--- config.mk ---
export PLATFORM = sky130hd
export DESIGN_NAME = asymmetric_setpoint_ramp
export DESIGN_NICKNAME = d
export VERILOG_FILES = /design/src/sv/asr_pkg.sv /design/src/sv/asr_core.sv /design/src/sv/asymmetric_setpoint_ramp.sv
export SDC_FILE = /design/constraint.sdc
export NUM_CORES = 1
export LEC_CHECK = 0
export BUFFER_PORTS_ARGS = -buffer_cell sky130_fd_sc_hd__buf_2
export CORE_MARGIN = 2
export CORE_UTILIZATION = 40
export CTS_CLUSTER_SIZE = 16
export DETAILED_ROUTE_END_ITERATION = 12
export PLACE_DENSITY_LB_ADDON = 0.15
export SYNTH_ARGS = -nofsm -noshare
export SYNTH_HDL_FRONTEND = slang
export SYNTH_SLANG_ARGS = --single-unit
--- constraint.sdc ---
create_clock -name i_clk -period 22.9 [get_ports i_clk]
set_input_delay 4.58 -clock i_clk [delete_from_list [all_inputs] [get_ports i_clk]]
set_output_delay 4.58 -clock i_clk [all_outputs]
set_load 0.05 [all_outputs]
--- src/sv/asr_pkg.sv ---
// Shared types and constants for the asymmetric setpoint ramp.
// Used by asr_core and asymmetric_setpoint_ramp; depends on nothing else.
package asr_pkg;

    // Step registers are unsigned Q15.16 and 31 bits wide.
    localparam int STEP_W     = 31;
    localparam int CFG_IDX_W  = 2;
    localparam int CFG_DATA_W = 32;

    // Configuration register indexes.
    localparam logic [CFG_IDX_W-1:0] CFG_INCREASE_STEP   = 2'd0;
    localparam logic [CFG_IDX_W-1:0] CFG_DECREASE_STEP   = 2'd1;
    localparam logic [CFG_IDX_W-1:0] CFG_REAL_FIRST_MODE = 2'd2;

    typedef struct packed {
        logic [STEP_W-1:0] increase_step;
        logic [STEP_W-1:0] decrease_step;
        logic              real_first_mode;
    } t_cfg;

endpackage

--- src/sv/asr_core.sv ---
// Combinational ramp step: base selection, step choice, snap and saturation.
// Depends on asr_pkg for the configuration struct and step width.
module asr_core
    import asr_pkg::*;
#(
    parameter int DATA_WIDTH = 32
) (
    input  t_cfg                   i_cfg,
    input  logic [DATA_WIDTH-1:0]  i_target,
    input  logic [DATA_WIDTH-1:0]  i_measured,
    input  logic [DATA_WIDTH-1:0]  i_plan,
    output logic [DATA_WIDTH-1:0]  o_result
);

    // Working width holds the exact distance, the step and a signed sum with margin.
    localparam int CW = (((DATA_WIDTH + 1) > STEP_W) ? (DATA_WIDTH + 1) : STEP_W) + 2;

    localparam logic signed [CW-1:0] VAL_MAX =
        {{(CW-DATA_WIDTH+1){1'b0}}, {(DATA_WIDTH-1){1'b1}}};
    localparam logic signed [CW-1:0] VAL_MIN =
        {{(CW-DATA_WIDTH+1){1'b1}}, {(DATA_WIDTH-1){1'b0}}};

    logic signed [DATA_WIDTH-1:0] t, m, p, base;
    logic                         between, up, shrink, snap;
    logic signed [DATA_WIDTH:0]   diff;
    logic [CW-1:0]                dist_x, step_x;
    logic [STEP_W-1:0]            step;
    logic signed [CW-1:0]         base_x, sum;
    logic signed [DATA_WIDTH-1:0] sat;

    always_comb begin
        t = i_target;
        m = i_measured;
        p = i_plan;

        between = i_cfg.real_first_mode &&
                  (((t >= m) && (m >= p)) || ((t <= m) && (m <= p)));
        base = between ? m : p;

        up = t > p;
        if (up) begin
            diff = {t[DATA_WIDTH-1], t} - {p[DATA_WIDTH-1], p};
        end else begin
            diff = {p[DATA_WIDTH-1], p} - {t[DATA_WIDTH-1], t};
        end
        dist_x = {{(CW-DATA_WIDTH-1){1'b0}}, diff};

        // Moving toward zero from a nonzero plan shrinks the magnitude.
        shrink = ((p > 0) && !up) || ((p < 0) && up);
        step   = shrink ? i_cfg.decrease_step : i_cfg.increase_step;
        step_x = {{(CW-STEP_W){1'b0}}, step};
        snap   = dist_x <= step_x;

        base_x = {{(CW-DATA_WIDTH){base[DATA_WIDTH-1]}}, base};
        sum    = up ? (base_x + $signed(step_x)) : (base_x - $signed(step_x));
        if (sum > VAL_MAX) begin
            sat = VAL_MAX[DATA_WIDTH-1:0];
        end else if (sum < VAL_MIN) begin
            sat = VAL_MIN[DATA_WIDTH-1:0];
        end else begin
            sat = sum[DATA_WIDTH-1:0];
        end

        if (t == p) begin
            o_result = base;
        end else if (snap) begin
            o_result = t;
        end else begin
            o_result = sat;
        end
    end

endmodule

--- src/sv/asymmetric_setpoint_ramp.sv ---
// Top level of the asymmetric setpoint ramp: stream ports, configuration
// registers, input register, plan register and result register.
// Depends on asr_pkg and asr_core.

// The block takes one request per control tick carrying a target and a measured
// value, both signed Q16.16, and returns one request with the new planned
// setpoint. It accepts a request whenever the input register is empty or its
// item moves on. A request passes two registers (input register, then result
// register) on its way to the master side; sustained throughput is one request
// per cycle while the master side does not stall. That rate is set by the plan
// feedback loop: the new plan is computed combinationally from the input register
// and the plan register and written back together with the result. Configuration
// writes are always accepted and should only be issued while the block is idle.
module asymmetric_setpoint_ramp
    import asr_pkg::*;
#(
    parameter int DATA_WIDTH = 32
) (
    input  logic                            i_clk,
    input  logic                            i_rst_n,
    // Slave side. tdata: target_value [DATA_WIDTH-1:0], measured_value above it,
    // zero padding to whole bytes.
    input  logic                            i_s_tvalid,
    output logic                            o_s_tready,
    input  logic [((2*DATA_WIDTH+7)/8)*8-1:0] i_s_tdata,
    // Master side. tdata: ramp_output [DATA_WIDTH-1:0], zero padding to whole bytes.
    output logic                            o_m_tvalid,
    input  logic                            i_m_tready,
    output logic [((DATA_WIDTH+7)/8)*8-1:0] o_m_tdata,
    // Configuration write channel.
    input  logic                            i_cfg_valid,
    output logic                            o_cfg_ready,
    input  logic [CFG_IDX_W-1:0]            i_cfg_index,
    input  logic [CFG_DATA_W-1:0]           i_cfg_data
);

    localparam int OUT_W = ((DATA_WIDTH + 7) / 8) * 8;

    t_cfg                  r_cfg;
    logic                  r_in_valid;
    logic [DATA_WIDTH-1:0] r_target, r_measured;
    logic [DATA_WIDTH-1:0] r_plan;
    logic                  r_out_valid;
    logic [DATA_WIDTH-1:0] r_out_data;
    logic [DATA_WIDTH-1:0] n_result;
    logic                  fire;

    // Configuration registers; an index beyond the list is ignored.
    assign o_cfg_ready = 1'b1;

    always_ff @(posedge i_clk) begin
        if (!i_rst_n) begin
            r_cfg <= '0;
        end else if (i_cfg_valid) begin
            case (i_cfg_index)
                CFG_INCREASE_STEP:   r_cfg.increase_step   <= i_cfg_data[STEP_W-1:0];
                CFG_DECREASE_STEP:   r_cfg.decrease_step   <= i_cfg_data[STEP_W-1:0];
                CFG_REAL_FIRST_MODE: r_cfg.real_first_mode <= i_cfg_data[0];
                default: ;
            endcase
        end
    end

    // The item in the input register is processed when the result register is
    // free or being emptied in this cycle. The input register refills whenever
    // it is empty or its item moves on, so a stalled output stops new requests
    // only once the input register is full as well.
    assign fire       = r_in_valid && (!r_out_valid || i_m_tready);
    assign o_s_tready = !r_in_valid || fire;

    always_ff @(posedge i_clk) begin
        if (!i_rst_n) begin
            r_in_valid <= 1'b0;
        end else if (o_s_tready) begin
            r_in_valid <= i_s_tvalid;
        end
    end

    always_ff @(posedge i_clk) begin
        if (o_s_tready && i_s_tvalid) begin
            r_target   <= i_s_tdata[DATA_WIDTH-1:0];
            r_measured <= i_s_tdata[2*DATA_WIDTH-1:DATA_WIDTH];
        end
    end

    asr_core #(
        .DATA_WIDTH (DATA_WIDTH)
    ) u_core (
        .i_cfg      (r_cfg),
        .i_target   (r_target),
        .i_measured (r_measured),
        .i_plan     (r_plan),
        .o_result   (n_result)
    );

    // The plan and the result register are written together, so the next item
    // in the input register already sees the updated plan.
    always_ff @(posedge i_clk) begin
        if (!i_rst_n) begin
            r_plan      <= '0;
            r_out_valid <= 1'b0;
        end else begin
            if (fire) begin
                r_plan <= n_result;
            end
            if (fire) begin
                r_out_valid <= 1'b1;
            end else if (i_m_tready) begin
                r_out_valid <= 1'b0;
            end
        end
    end

    always_ff @(posedge i_clk) begin
        if (fire) begin
            r_out_data <= n_result;
        end
    end

    assign o_m_tvalid = r_out_valid;
    assign o_m_tdata  = {{(OUT_W-DATA_WIDTH){1'b0}}, r_out_data};

    // A processed item always shows up as a valid result in the next cycle.
    a_fire_gives_result: assert property (@(posedge i_clk) disable iff (!i_rst_n)
        fire |=> o_m_tvalid)
        else $error("processed item did not produce a result");

    // The plan register always follows the result just produced.
    a_plan_tracks_result: assert property (@(posedge i_clk) disable iff (!i_rst_n)
        fire |=> (r_plan == r_out_data))
        else $error("plan register differs from the delivered result");

    // Input back-pressure only when both registers are full and the output stalls.
    a_ready_only_when_full: assert property (@(posedge i_clk) disable iff (!i_rst_n)
        !o_s_tready |-> (r_in_valid && r_out_valid && !i_m_tready))
        else $error("input stalled without a full pipeline");

    // Reset empties the result register.
    a_reset_clears_output: assert property (@(posedge i_clk)
        !i_rst_n |=> !o_m_tvalid)
        else $error("result valid after reset");

endmodule
==> run_results.csv <==
group,metric,value,unit
clock_network,cts.repair.resized,0,
detailed_routing,dr.pass1.iters,5,
clock_network,clkSinkCount,193,
detailed_routing,vias,15300,
global_route,grt_pass1_wl,85.0,mm
clock_network,numCtsBuffers,17,
floorplanning,io_pins,138,
detailed_routing,drc,0,
floorplanning,fp.dieW,209,um
floorplanning,coreArea,0.0417,mm2
synthesis,seq_area_frac_synth,28.8,%
power,internal_power,0.00153,W
clock_network,post_cts_buffers,0,
global_route,grt_pass1_vias,14700,
final_layout,drive_gt1_share,11.6,%
clock_network,clk_latency,0.51,ns
sta,slew_violations,0,
sta,fin_crit_sh,45.3,%
sta,period_needed,10.38,ns
floorplanning,die_h,209,um
synthesis,synth.largest_area_cell,"edfxtp_1",
critical_path,cp.arrival,10.81,ns
power,ir_drop,0.101,mV
sta,fin_worst_skew,0.0168,ns
synthesis,synth_cells,2007,
power,seqPwrFrac,16.4,%
power,pwr-share-clk,8.8,%
global_route,track_usage,25.3,%
detailed_routing,vias_per_cell,5.83,
power,switching_share,53.4,%
sta,slew_headroom,19.5,%
clock_network,cts_hold_buf,0,
global_route,grt_overflow,0,
detailed_routing,drtIter0Drc,1078,
run,maxCapViolCount,0,
critical_path,path_class,"reg2reg",
run_status,status,"finished, final reports clean",
critical_path,crit_required,23.33,ns
power,power_leakage,7.49,nW
sta,report.final.hold_viol_count,0,
critical_path,cp_slowest_cell,"o32ai_4",
clock_network,clk_pin_slew_worst_paths,0.07,ns
sta,grt_setup_unrepaired,"false",
placed_design,gp_congestion,0.942,
global_route,antenna_found_initial,0,
synthesis,synth_top_area_share,17.2,%
clock_network,clk_path_buf_depth,2,
critical_path,startpoint_type,"register",
sta,tns,0,ns
power,cellPowerDensity,179,mW/mm2
clock_network,htree_levels,4,
floorplanning,dieArea,0.0436,mm2
synthesis,synth_edf_count,96,
synthesis,synth_cell_type_count,81,
synthesis,async_flop_share,0,%
sta,worst_slack,12.52,ns
final_layout,syn2layout_area_growth,9.38,%
worst_hold_path,hp-class,"reg2reg",
placed_design,io_buffer_count,135,
synthesis,netlist_area,0.0168,mm2
synthesis,yosysWarnings,0,
critical_path,cp-end-kind,"register",
final_layout,layout.nets,2362,
synthesis,synth_area_leaders,"edfxtp_1, ha_1, dfxtp_1",
clock_network,clockRootBuffer,"clkbuf_16",
floorplanning,start_util,40.2,%
placed_design,dpl_worst_slack,12.74,ns
critical_path,max_stage_delay,0.98,ns
synthesis,ys_ff_latch,193,
clock_network,cts_tree,"done",
detailed_routing,finalWirelength,55.1,mm
synthesis,yosys_most_used_dff,"dfxtp_1",
detailed_routing,wl_per_cell,21.0,um
sta,fmax,96.4,MHz
synthesis,synth_nets,2304,
synthesis,yosysMostFrequentCell,"nand2_1",
critical_path,worstPathMaxFanout,32,
power,power_frac_comb,74.8,%
synthesis,ys_top_cells_by_count,"nand2_1, ha_1, a21oi_1",
global_route,grt_start_max_net_pins,99,
floorplanning,fp-row-count,75,
placed_design,dpl.hpwl,42.8,mm
critical_path,crit_top_cell,"ha_1",
sta,worstMarginPinSlew,1.21,ns
detailed_routing,ant_nets,0,
final_layout,diodes,0,
sta,setup_violations,0,
synthesis,synth.avg_cell_area,8.36,um2
power,power.net_switching,0.00176,W
[cell usage in the layout (no fill, tap or decap), types with 70 or more instances in the layout]
cell,instances
a21oi_1,144
edfxtp_1,96
mux2i_1,70
inv_1,136
ha_1,191
o21ai_0,118
dfxtp_1,97
buf_2,134
nor2_1,106
nand2_1,272
a31oi_1,70
[kinds of logic after synthesis]
family | after synthesis | share of synthesized area, %
AOI/OAI and AO/OA | 626 | 25.6
xor gates and xnor gates | 84 | 4.39
adders and majority gates | 194 | 14.6
buffers and inverters | 244 | 5.80
DFF | 193 | 28.8
muxes | 76 | 4.60
other | 1 | 0.0224
and+or+nand+nor | 589 | 16.2
[worst paths after layout]
path | slack (ns) | startpoint | cells past startpoint | end
setup / recovery | 12.52 | r_target[20] | 29 | r_plan[30]
hold / removal | 0.49 | r_cfg[16] | 2 | r_cfg[16]
hold reg to reg | 0.49 | r_cfg[16] | 2 | r_cfg[16]
setup reg to reg | 12.52 | r_target[20] | 29 | r_plan[30]
[registers in the layout, summed over array words and instances, names as in the netlist]
signal      count
o_m_tdata      32
r_measured     32
r_plan         32
r_target       32
r_cfg          63
o_m_tvalid      1
r_in_valid      1
[power by group through the flow]
stage	Sequential (W)	Combinational, W	Clock, W
global route	0.000545	0.00269	0.000310
detailed placement	0.000546	0.00241	0
CTS	0.000538	0.00243	0.000298
global placement	0.000545	0.00239	0
floorplan	0.000638	0.00175	0
finish	0.000538	0.00246	0.000290
[routing by layer]
| metal | track usage [%] | vias up | part of all wire [%] |
|---|---|---|---|
| met4 | 7.46 | 0 | 1.6 |
| met5 | 0 | - | 0 |
| met1 | 36.1 | 7284 | 48 |
| li1 | - | 7456 | - |
| met3 | 4.66 | 45 | 6.4 |
| met2 | 39.0 | 476 | 44 |
[layout make-up]
class / instances / area [um2]
fill: 4223 / 23300
clock inverter: 14 / 104
inverter: 136 / 510
timing repair buffer: 147 / 768
sequential: 193 / 4820
multi-input combinational: 1570 / 11000
clock buffer: 18 / 439
tap: 539 / 674
[critical path, delay by kind of cell (launching register included)]
family          cells  cell delay, ns
buf+inv             2            0.60
flops               1            0.49
fa+ha+maj           3            1.24
simple gates       11            3.62
compound gates     10            3.17
xor+xnor            1            0.46
mux                 2            0.63
[through the flow]
step                cell area [um2]  std cells  power (W)  hold WS (ns)  utilization [%]
detailed placement            17800       2585    0.00296         0.484             42.7
finish                        18300       2617    0.00329         0.494             44.0
global placement              17800       2585    0.00294         0.473             42.7
CTS                           18300       2617    0.00326         0.495             44.0
global route                  18300       2617    0.00354         0.505             44.0
floorplan                     16800       2007    0.00239         0.450                -
(Power assumes the default switching activity.)
